## src/rtl/sha1_pkg.sv

```systemverilog
// Shared types, constants and helper functions for the SHA-1 digest block.
// Used by sha1_sched, sha1_round and sha1_message_digest_top; no dependencies.
package sha1_pkg;

    localparam int WORD_W   = 32;
    localparam int BYTE_W   = 8;
    localparam int NUM_H    = 5;
    localparam int SCHED_N  = 16;
    localparam int ROUNDS   = 80;
    localparam int RND_W    = 7;
    localparam int PEND_W   = 6;
    localparam int LEN_W    = 64;
    localparam int BLK_W    = LEN_W - PEND_W - 3;
    localparam int IDX_W    = 3;
    localparam int LEN_START = 56;

    typedef logic [WORD_W-1:0] word_t;
    typedef logic [BYTE_W-1:0] byte_t;
    typedef logic [RND_W-1:0]  rnd_t;

    localparam byte_t PAD_MARK = 8'h80;

    localparam word_t K_0 = 32'h5A827999;
    localparam word_t K_1 = 32'h6ED9EBA1;
    localparam word_t K_2 = 32'h8F1BBCDC;
    localparam word_t K_3 = 32'hCA62C1D6;

    localparam word_t H_INIT [0:NUM_H-1] = '{
        32'h67452301, 32'hEFCDAB89, 32'h98BADCFE, 32'h10325476, 32'hC3D2E1F0
    };

    // Controls for the message schedule shift register.
    typedef struct packed {
        logic  shift_byte;
        byte_t byte_val;
        logic  step;
    } sched_ctl_t;

    // Controls for the round datapath and the chaining words.
    typedef struct packed {
        logic load_iv;
        logic init;
        logic step;
        logic add;
        rnd_t rnd;
    } round_ctl_t;

    function automatic word_t round_f(rnd_t rnd, word_t b, word_t c, word_t d);
        word_t f;
        if (rnd < RND_W'(20)) begin
            f = (b & c) | (~b & d);
        end else if (rnd < RND_W'(40)) begin
            f = b ^ c ^ d;
        end else if (rnd < RND_W'(60)) begin
            f = (b & c) | (b & d) | (c & d);
        end else begin
            f = b ^ c ^ d;
        end
        return f;
    endfunction

    function automatic word_t round_k(rnd_t rnd);
        word_t k;
        if (rnd < RND_W'(20)) begin
            k = K_0;
        end else if (rnd < RND_W'(40)) begin
            k = K_1;
        end else if (rnd < RND_W'(60)) begin
            k = K_2;
        end else begin
            k = K_3;
        end
        return k;
    endfunction

endpackage

```

## src/rtl/sha1_sched.sv

```systemverilog
// Message block store and SHA-1 message schedule as one 16-word shift register.
// Depends on sha1_pkg for widths and the control struct.
module sha1_sched (
    input  logic                 clk,
    input  sha1_pkg::sched_ctl_t ctl,
    output sha1_pkg::word_t      m
);

    localparam int VEC_W = sha1_pkg::SCHED_N * sha1_pkg::WORD_W;
    localparam int W_W   = sha1_pkg::WORD_W;

    // Word j of the window sits at the top minus j words; word 0 is W[r].
    logic [VEC_W-1:0] q_reg;
    sha1_pkg::word_t  w0, w2, w8, w13, x, w_new;

    assign w0  = q_reg[VEC_W-1           -: W_W];
    assign w2  = q_reg[VEC_W-1 - 2*W_W   -: W_W];
    assign w8  = q_reg[VEC_W-1 - 8*W_W   -: W_W];
    assign w13 = q_reg[VEC_W-1 - 13*W_W  -: W_W];
    assign x     = w0 ^ w2 ^ w8 ^ w13;
    assign w_new = {x[W_W-2:0], x[W_W-1]};
    assign m     = w0;

    // Bytes enter at the bottom, so after 64 of them the first byte is the top byte of word 0.
    always_ff @(posedge clk)
    begin
        if (ctl.shift_byte)
        begin
            q_reg <= {q_reg[VEC_W-sha1_pkg::BYTE_W-1:0], ctl.byte_val};
        end
        else if (ctl.step)
        begin
            q_reg <= {q_reg[VEC_W-W_W-1:0], w_new};
        end
    end

endmodule

```

## src/rtl/sha1_round.sv

```systemverilog
// SHA-1 round unit: working words a..e, one round per cycle, and the chaining words.
// Depends on sha1_pkg for round functions, constants and the control struct.
module sha1_round (
    input  logic                 clk,
    input  logic                 rst_n,
    input  sha1_pkg::round_ctl_t ctl,
    input  sha1_pkg::word_t      m,
    output sha1_pkg::word_t      h [0:sha1_pkg::NUM_H-1]
);

    sha1_pkg::word_t h_reg [0:sha1_pkg::NUM_H-1];
    sha1_pkg::word_t a_reg, b_reg, c_reg, d_reg, e_reg;
    sha1_pkg::word_t t;

    assign t = {a_reg[26:0], a_reg[31:27]}
             + sha1_pkg::round_f(ctl.rnd, b_reg, c_reg, d_reg)
             + e_reg + sha1_pkg::round_k(ctl.rnd) + m;

    always_ff @(posedge clk or negedge rst_n)
    begin
        if (!rst_n)
        begin
            for (int i = 0; i < sha1_pkg::NUM_H; i++)
            begin
                h_reg[i] <= sha1_pkg::H_INIT[i];
            end
        end
        else if (ctl.load_iv)
        begin
            for (int i = 0; i < sha1_pkg::NUM_H; i++)
            begin
                h_reg[i] <= sha1_pkg::H_INIT[i];
            end
        end
        else if (ctl.add)
        begin
            h_reg[0] <= h_reg[0] + a_reg;
            h_reg[1] <= h_reg[1] + b_reg;
            h_reg[2] <= h_reg[2] + c_reg;
            h_reg[3] <= h_reg[3] + d_reg;
            h_reg[4] <= h_reg[4] + e_reg;
        end
    end

    always_ff @(posedge clk)
    begin
        if (ctl.init)
        begin
            a_reg <= h_reg[0];
            b_reg <= h_reg[1];
            c_reg <= h_reg[2];
            d_reg <= h_reg[3];
            e_reg <= h_reg[4];
        end
        else if (ctl.step)
        begin
            a_reg <= t;
            b_reg <= a_reg;
            c_reg <= {b_reg[1:0], b_reg[31:2]};
            d_reg <= c_reg;
            e_reg <= d_reg;
        end
    end

    assign h = h_reg;

endmodule

```

## src/rtl/sha1_message_digest_top.sv

```systemverilog
// Top level of the SHA-1 digest block: stream ports, sequencer, length counting.
// Depends on sha1_pkg, sha1_sched and sha1_round.
//
//  channel   dir  handshake             contents
//  s_axis    in   tvalid/tready         tdata byte, tuser byte valid, tlast end of message
//  m_axis    out  tvalid/tready         tdata digest word and index, tlast fifth word
//
// A message byte is taken on each handshake while idle. The 64th byte of a block starts a compression
// that holds the input off through 80 rounds of the shared round unit and then a fold of
// the result into the chaining words. End of message shifts in padding
// and length one byte per cycle (64 minus the pending bytes, plus 64 more when the
// marker leaves no room for the length) with one or two compressions, then
// five digest words, each held until taken. Reset loads the initial chaining words.
module sha1_message_digest_top (
    input  logic        clk,
    input  logic        rst_n,
    input  logic        s_axis_tvalid,
    output logic        s_axis_tready,
    input  logic [7:0]  s_axis_tdata,   // [7:0] byte_value
    input  logic        s_axis_tuser,   // [0] byte_valid
    input  logic        s_axis_tlast,   // end_of_message
    output logic        m_axis_tvalid,
    input  logic        m_axis_tready,
    output logic [39:0] m_axis_tdata,   // [31:0] digest_word, [34:32] word_index, rest zero
    output logic        m_axis_tlast    // last_word
);

    localparam logic [2:0] ST_IDLE  = 3'd0;
    localparam logic [2:0] ST_PAD   = 3'd1;
    localparam logic [2:0] ST_ROUND = 3'd2;
    localparam logic [2:0] ST_ADD   = 3'd3;
    localparam logic [2:0] ST_OUT   = 3'd4;

    localparam int PW = sha1_pkg::PEND_W;
    localparam int BW = sha1_pkg::BLK_W;
    localparam int LW = sha1_pkg::LEN_W;
    localparam int IW = sha1_pkg::IDX_W;
    localparam logic [PW-1:0] PEND_LAST = PW'((1 << PW) - 1);
    localparam logic [PW-1:0] PEND_LEN  = PW'(sha1_pkg::LEN_START);
    localparam sha1_pkg::rnd_t RND_LAST = sha1_pkg::RND_W'(sha1_pkg::ROUNDS - 1);
    localparam logic [IW-1:0] IDX_LAST  = IW'(sha1_pkg::NUM_H - 1);

    logic [2:0]     state_reg, state_next;
    logic [PW-1:0]  pend_reg, pend_next;
    logic [BW-1:0]  blk_reg, blk_next;
    logic [LW-1:0]  len_reg, len_next;
    logic           fin_reg, fin_next;
    logic           mark_reg, mark_next;
    logic           lenph_reg, lenph_next;
    sha1_pkg::rnd_t rnd_reg, rnd_next;
    logic [IW-1:0]  idx_reg, idx_next;

    sha1_pkg::sched_ctl_t sctl;
    sha1_pkg::round_ctl_t rctl;
    sha1_pkg::word_t      m_word;
    sha1_pkg::word_t      h_words [0:sha1_pkg::NUM_H-1];
    sha1_pkg::word_t      word_sel;
    logic                 in_acc, out_acc;

    sha1_sched u_sched (
        .clk (clk),
        .ctl (sctl),
        .m   (m_word)
    );

    sha1_round u_round (
        .clk   (clk),
        .rst_n (rst_n),
        .ctl   (rctl),
        .m     (m_word),
        .h     (h_words)
    );

    assign s_axis_tready = (state_reg == ST_IDLE);
    assign m_axis_tvalid = (state_reg == ST_OUT);
    assign in_acc  = s_axis_tvalid && s_axis_tready;
    assign out_acc = m_axis_tvalid && m_axis_tready;

    always_comb
    begin
        case (idx_reg)
            3'd0:    word_sel = h_words[0];
            3'd1:    word_sel = h_words[1];
            3'd2:    word_sel = h_words[2];
            3'd3:    word_sel = h_words[3];
            default: word_sel = h_words[4];
        endcase
    end

    assign m_axis_tdata = {5'b0, idx_reg, word_sel};
    assign m_axis_tlast = (idx_reg == IDX_LAST);

    always_comb
    begin
        state_next = state_reg;
        pend_next  = pend_reg;
        blk_next   = blk_reg;
        len_next   = len_reg;
        fin_next   = fin_reg;
        mark_next  = mark_reg;
        lenph_next = lenph_reg;
        rnd_next   = rnd_reg;
        idx_next   = idx_reg;
        sctl       = '0;
        rctl       = '0;
        rctl.rnd   = rnd_reg;

        case (state_reg)
            ST_IDLE:
            begin
                if (in_acc)
                begin
                    if (s_axis_tuser)
                    begin
                        sctl.shift_byte = 1'b1;
                        sctl.byte_val   = s_axis_tdata;
                        pend_next       = PW'(pend_reg + 1'b1);
                    end
                    if (s_axis_tuser && (pend_reg == PEND_LAST))
                    begin
                        state_next = ST_ROUND;
                        rctl.init  = 1'b1;
                        rnd_next   = '0;
                        blk_next   = BW'(blk_reg + 1'b1);
                        fin_next   = s_axis_tlast;
                    end
                    else if (s_axis_tlast)
                    begin
                        state_next = ST_PAD;
                        fin_next   = 1'b1;
                    end
                end
            end

            ST_PAD:
            begin
                sctl.shift_byte = 1'b1;
                pend_next       = PW'(pend_reg + 1'b1);
                if (!mark_reg)
                begin
                    // The marker byte goes first; the length is fixed at this point.
                    sctl.byte_val = sha1_pkg::PAD_MARK;
                    mark_next     = 1'b1;
                    len_next      = {blk_reg, pend_reg, 3'b000};
                end
                else if (lenph_reg || (pend_reg == PEND_LEN))
                begin
                    sctl.byte_val = len_reg[LW-1 -: sha1_pkg::BYTE_W];
                    len_next      = {len_reg[LW-sha1_pkg::BYTE_W-1:0], 8'h00};
                    lenph_next    = 1'b1;
                end
                else
                begin
                    sctl.byte_val = '0;
                end
                if (pend_reg == PEND_LAST)
                begin
                    state_next = ST_ROUND;
                    rctl.init  = 1'b1;
                    rnd_next   = '0;
                    blk_next   = BW'(blk_reg + 1'b1);
                end
            end

            ST_ROUND:
            begin
                rctl.step = 1'b1;
                sctl.step = 1'b1;
                rnd_next  = sha1_pkg::RND_W'(rnd_reg + 1'b1);
                if (rnd_reg == RND_LAST)
                begin
                    state_next = ST_ADD;
                    rnd_next   = '0;
                end
            end

            ST_ADD:
            begin
                rctl.add = 1'b1;
                if (!fin_reg)
                begin
                    state_next = ST_IDLE;
                end
                else if (lenph_reg)
                begin
                    state_next = ST_OUT;
                    idx_next   = '0;
                end
                else
                begin
                    state_next = ST_PAD;
                end
            end

            ST_OUT:
            begin
                if (out_acc)
                begin
                    if (idx_reg == IDX_LAST)
                    begin
                        rctl.load_iv = 1'b1;
                        state_next   = ST_IDLE;
                        pend_next    = '0;
                        blk_next     = '0;
                        fin_next     = 1'b0;
                        mark_next    = 1'b0;
                        lenph_next   = 1'b0;
                        idx_next     = '0;
                    end
                    else
                    begin
                        idx_next = IW'(idx_reg + 1'b1);
                    end
                end
            end

            default:
            begin
                state_next = ST_IDLE;
            end
        endcase
    end

    always_ff @(posedge clk or negedge rst_n)
    begin
        if (!rst_n)
        begin
            state_reg <= ST_IDLE;
            pend_reg  <= '0;
            blk_reg   <= '0;
            fin_reg   <= 1'b0;
            mark_reg  <= 1'b0;
            lenph_reg <= 1'b0;
            rnd_reg   <= '0;
            idx_reg   <= '0;
        end
        else
        begin
            state_reg <= state_next;
            pend_reg  <= pend_next;
            blk_reg   <= blk_next;
            fin_reg   <= fin_next;
            mark_reg  <= mark_next;
            lenph_reg <= lenph_next;
            rnd_reg   <= rnd_next;
            idx_reg   <= idx_next;
        end
    end

    always_ff @(posedge clk)
    begin
        len_reg <= len_next;
    end

    // The input side and the digest output are never open in the same cycle.
    a_no_overlap: assert property (@(posedge clk) disable iff (!rst_n)
        !(s_axis_tready && m_axis_tvalid))
        else $error("input ready while a digest word is offered");

    // The round counter never runs past the last round.
    a_rnd_range: assert property (@(posedge clk) disable iff (!rst_n)
        rnd_reg <= RND_LAST)
        else $error("round counter out of range");

    // Taking the fifth word returns the block to a fresh message.
    a_fresh_after_last: assert property (@(posedge clk) disable iff (!rst_n)
        (out_acc && m_axis_tlast) |=> (s_axis_tready && (pend_reg == '0) && !fin_reg))
        else $error("block not reset after the final digest word");

    // A digest is only offered once the length bytes have gone in.
    a_out_after_len: assert property (@(posedge clk) disable iff (!rst_n)
        m_axis_tvalid |-> (lenph_reg && fin_reg))
        else $error("digest offered before the length was appended");

endmodule
```

## config.mk

```make
export PLATFORM = sky130hd
export DESIGN_NAME = sha1_message_digest_top
export DESIGN_NICKNAME = d
export VERILOG_FILES = /design/src/rtl/sha1_pkg.sv /design/src/rtl/sha1_sched.sv /design/src/rtl/sha1_round.sv /design/src/rtl/sha1_message_digest_top.sv
export SDC_FILE = /design/constraint.sdc
export NUM_CORES = 2
export LEC_CHECK = 0
export ABC_AREA = 1
export BUFFER_PORTS_ARGS = -buffer_cell sky130_fd_sc_hd__buf_2
export CORE_ASPECT_RATIO = 1.25
export CORE_MARGIN = 3
export CORE_UTILIZATION = 35
export CTS_BUF_LIST = sky130_fd_sc_hd__clkbuf_16
export DETAILED_ROUTE_END_ITERATION = 7
export PLACE_DENSITY = 0.49
export SYNTH_ARGS = -nofsm -noshare
export SYNTH_HDL_FRONTEND = slang
export SYNTH_SLANG_ARGS = --single-unit
```

## constraint.sdc

```tcl
create_clock -name clk -period 18.3 [get_ports clk]
set_input_delay 2.745 -clock clk [delete_from_list [all_inputs] [get_ports clk]]
set_output_delay 2.745 -clock clk [all_outputs]
set_load 0.01 [all_outputs]
```

==> impl_metrics.csv <==
group,metric,value,unit
logic_synthesis,synth_warnings,0,
global_routing,grt_pass1_wl,328300,um
timing,setup_viol,0,
place,dp_hpwl,170200,um
logic_synthesis,synth_area_leader_cell,"edfxtp_1",
die,num_rows,170,
layout,postLayoutCoreUtil,0.3861,
layout,layout-drive-gt1-share,0.05224,
logic_synthesis,avgSynthCellArea,8.026,um^2
route,drc,0,
layout,syn_to_final_growth,9.565,%
logic_synthesis,synth_top_area_frac,0.3634,
global_routing,grt_pass1_vias,49926,
setup_path,endpoint,"u_sched.q_reg[425]",
timing,slew_viol_final,0,
hold_path,hold_path_class,"flop to flop",
logic_synthesis,yosysUniqueCellTypes,61,
setup_path,cp.arrival,7.37,ns
clock_network,ctsHoldBuffers,0,
die,ios,57,
layout,multi_input_area,27780,um^2
setup_path,worstSetupEndpointType,"flop",
place,portBuffers,51,
setup_path,start_kind,"primary input",
setup_path,cpMaxStageDelayCell,"buf_4",
logic_synthesis,synth-edff-count,733,
die,start_util,0.3524,
setup_path,slowest_delay,0.83,ns
place,placed_cells,9645,
global_routing,antenna_found_initial,8,
setup_path,cpMostUsedCell,"buf_4",
layout,regArea,28040,um^2
clock_network,cts_root_buffer,"clkbuf_16",
logic_synthesis,synth-seq-cells,970,
die,dieArea,178100,um^2
timing,max_freq,142.6,MHz
timing,min_period,7.014,ns
place,place_congestion,0.9756,
die,die_w,378.1,um
clock_network,clk_pin_slew,0.06,ns
clock_network,cts_tree,"done",
setup_path,r2r_end,"u_round.a_reg[31]",
logic_synthesis,synth.area.top_cells,"edfxtp_1 36%, nand2_1 18%, dfrtp_1 6.5%",
setup_path,critPathKind,"primary input to flop",
timing,hold_violations,0,
clock_network,cts_setup_buffers,0,
setup_path,required,18.66,ns
die,core,171900,um^2
logic_synthesis,synthCells,7546,
global_routing,grt_max_degree,250,
clock_network,clockBufferDepth,3,
route,antenna_left,0,
timing,final.setup.tns,0,ns
setup_path,r2r_setup_slack,11.79,ns
status,status,"finished clean",
logic_synthesis,ys_seq_area_frac,0.4630,
route,drtPass1Iterations,6,
timing,worst_slew_pin_slew,1.236,ns
layout,largest_reg_flops,512,
clock_network,cts_resized,0,
clock_network,cts_max_level,3,
timing,finClkSkew,0.04792,ns
logic_synthesis,synth_flop_cell,"edfxtp_1",
logic_synthesis,synth_area,60570,um^2
setup_path,path_max_fanout,166,
setup_path,r2r_start,"rnd_reg[5]",
route,routedWlPerCell,22.68,um
route,via_per_inst,5.131,
layout,fin_nets,7864,
setup_path,path_cells,"buf_2 > inv_1 > nor2_1 > nand2_1 > nand2_8 > inv_8 > nand2_4 > buf_4 > buf_12 > buf_4",
timing,post-route-period-util,0.3833,
clock_network,cts_sinks,970,
timing,rsz0062_at_grt,"no",
logic_synthesis,yosysMostFrequentCell,"nand2_1",
route,wirelength,223600,um
setup_path,crit_path_start,"s_axis_tvalid",
logic_synthesis,async_flop_share,0.2443,
clock_network,clk_latency,0.76,ns
layout,fill_cells,18140,
layout,final_cells,9858,
timing,relSlewSlack,0.1758,
global_routing,grt_util_all_layers,0.2481,
die,die_h,471.1,um
route,drtIter0Drc,4089,
logic_synthesis,synth_common_cells,"2980 x nand2_1, 926 x inv_1, 733 x edfxtp_1",
flow_run,cap_viol_max_count,0,
clock_network,numCtsBuffers,111,
route,routed-via-count,50579,
global_routing,grt_overflow,0,
timing,fin_hold_ws,0.5040,ns
setup_path,reg2regPathDepth,27,
==> metal layers <==
layer  global-route usage  wire, um
met5                    0        44
met4               0.1318     13310
met3              0.03392     11030
met2               0.4268    109000
met1               0.3003     90230
==> how the worst min path moves through the flow <==
stage                        startpoint             to  slack, ns  cells past startpoint
final                     u_round.h[66]  u_round.h[66]       0.50                      2
after global routing      u_round.h[66]  u_round.h[66]       0.53                      2
after CTS                 u_round.h[66]  u_round.h[66]       0.50                      2
after detailed placement  u_round.h[66]  u_round.h[66]       0.49                      2
after global placement    u_round.h[66]  u_round.h[66]       0.49                      2
after floorplan           u_round.h[66]  u_round.h[66]       0.46                      2
==> worst max-delay path, delay by kind of cell <==
kind,cells,cell delay (ns)
buffers and inverters,6,2.73
AND/OR/NAND/NOR,4,1.45
==> final cells by class <==
cell class	instances	share of cell area
clock inverters	97	0.01056
well taps	2236	0.04216
repair buffers	92	0.009578
diodes	3	0.0001131
clock buffers	113	0.04261
multi-input cells	5401	0.4186
flip-flops and latches	970	0.4226
inverters	946	0.05379
==> cells in the final DEF (no fill, tap or decap), drive strengths merged, types with 31 or more instances in the layout <==
cell type	n
nand4	82
buf	92
o21ai	502
inv	971
nor2	410
ha	209
o22ai	88
o21bai	31
nor3	77
nand2	2993
clkbuf	113
nand3	319
xor2	71
clkinv	53
edfxtp	733
fa	119
dfrtp	157
dfstp	80
a221oi	38
a21oi	244
xnor2	102
==> cells by family (layout without fill, tap and decap cells) <==
group,count (synthesis),in the layout,synth area share
AO/OA/AOI/OAI,963,963,0.08858
adder cells (fa/ha/maj),328,328,0.08251
buffers and inverters,1179,1248,0.07937
AND/OR/NAND/NOR,3932,3932,0.2615
flip-flops,970,970,0.4630
XOR/XNOR,173,173,0.02502
other,1,8,0.00006192
==> stage by stage <==
| step | cell area [um^2] | setup WS, ns |
|---|---|---|
| after global placement | 62820 | 10.42 |
| after floorplan | 60580 | 2.946 |
| after CTS | 66350 | 11.27 |
| after detailed placement | 62820 | 10.46 |
| final | 66360 | 11.29 |
| after global routing | 66350 | 10.89 |
Power is not shown: default switching activity piles up to over one toggle a cycle in this logic, so the estimate is an artifact.
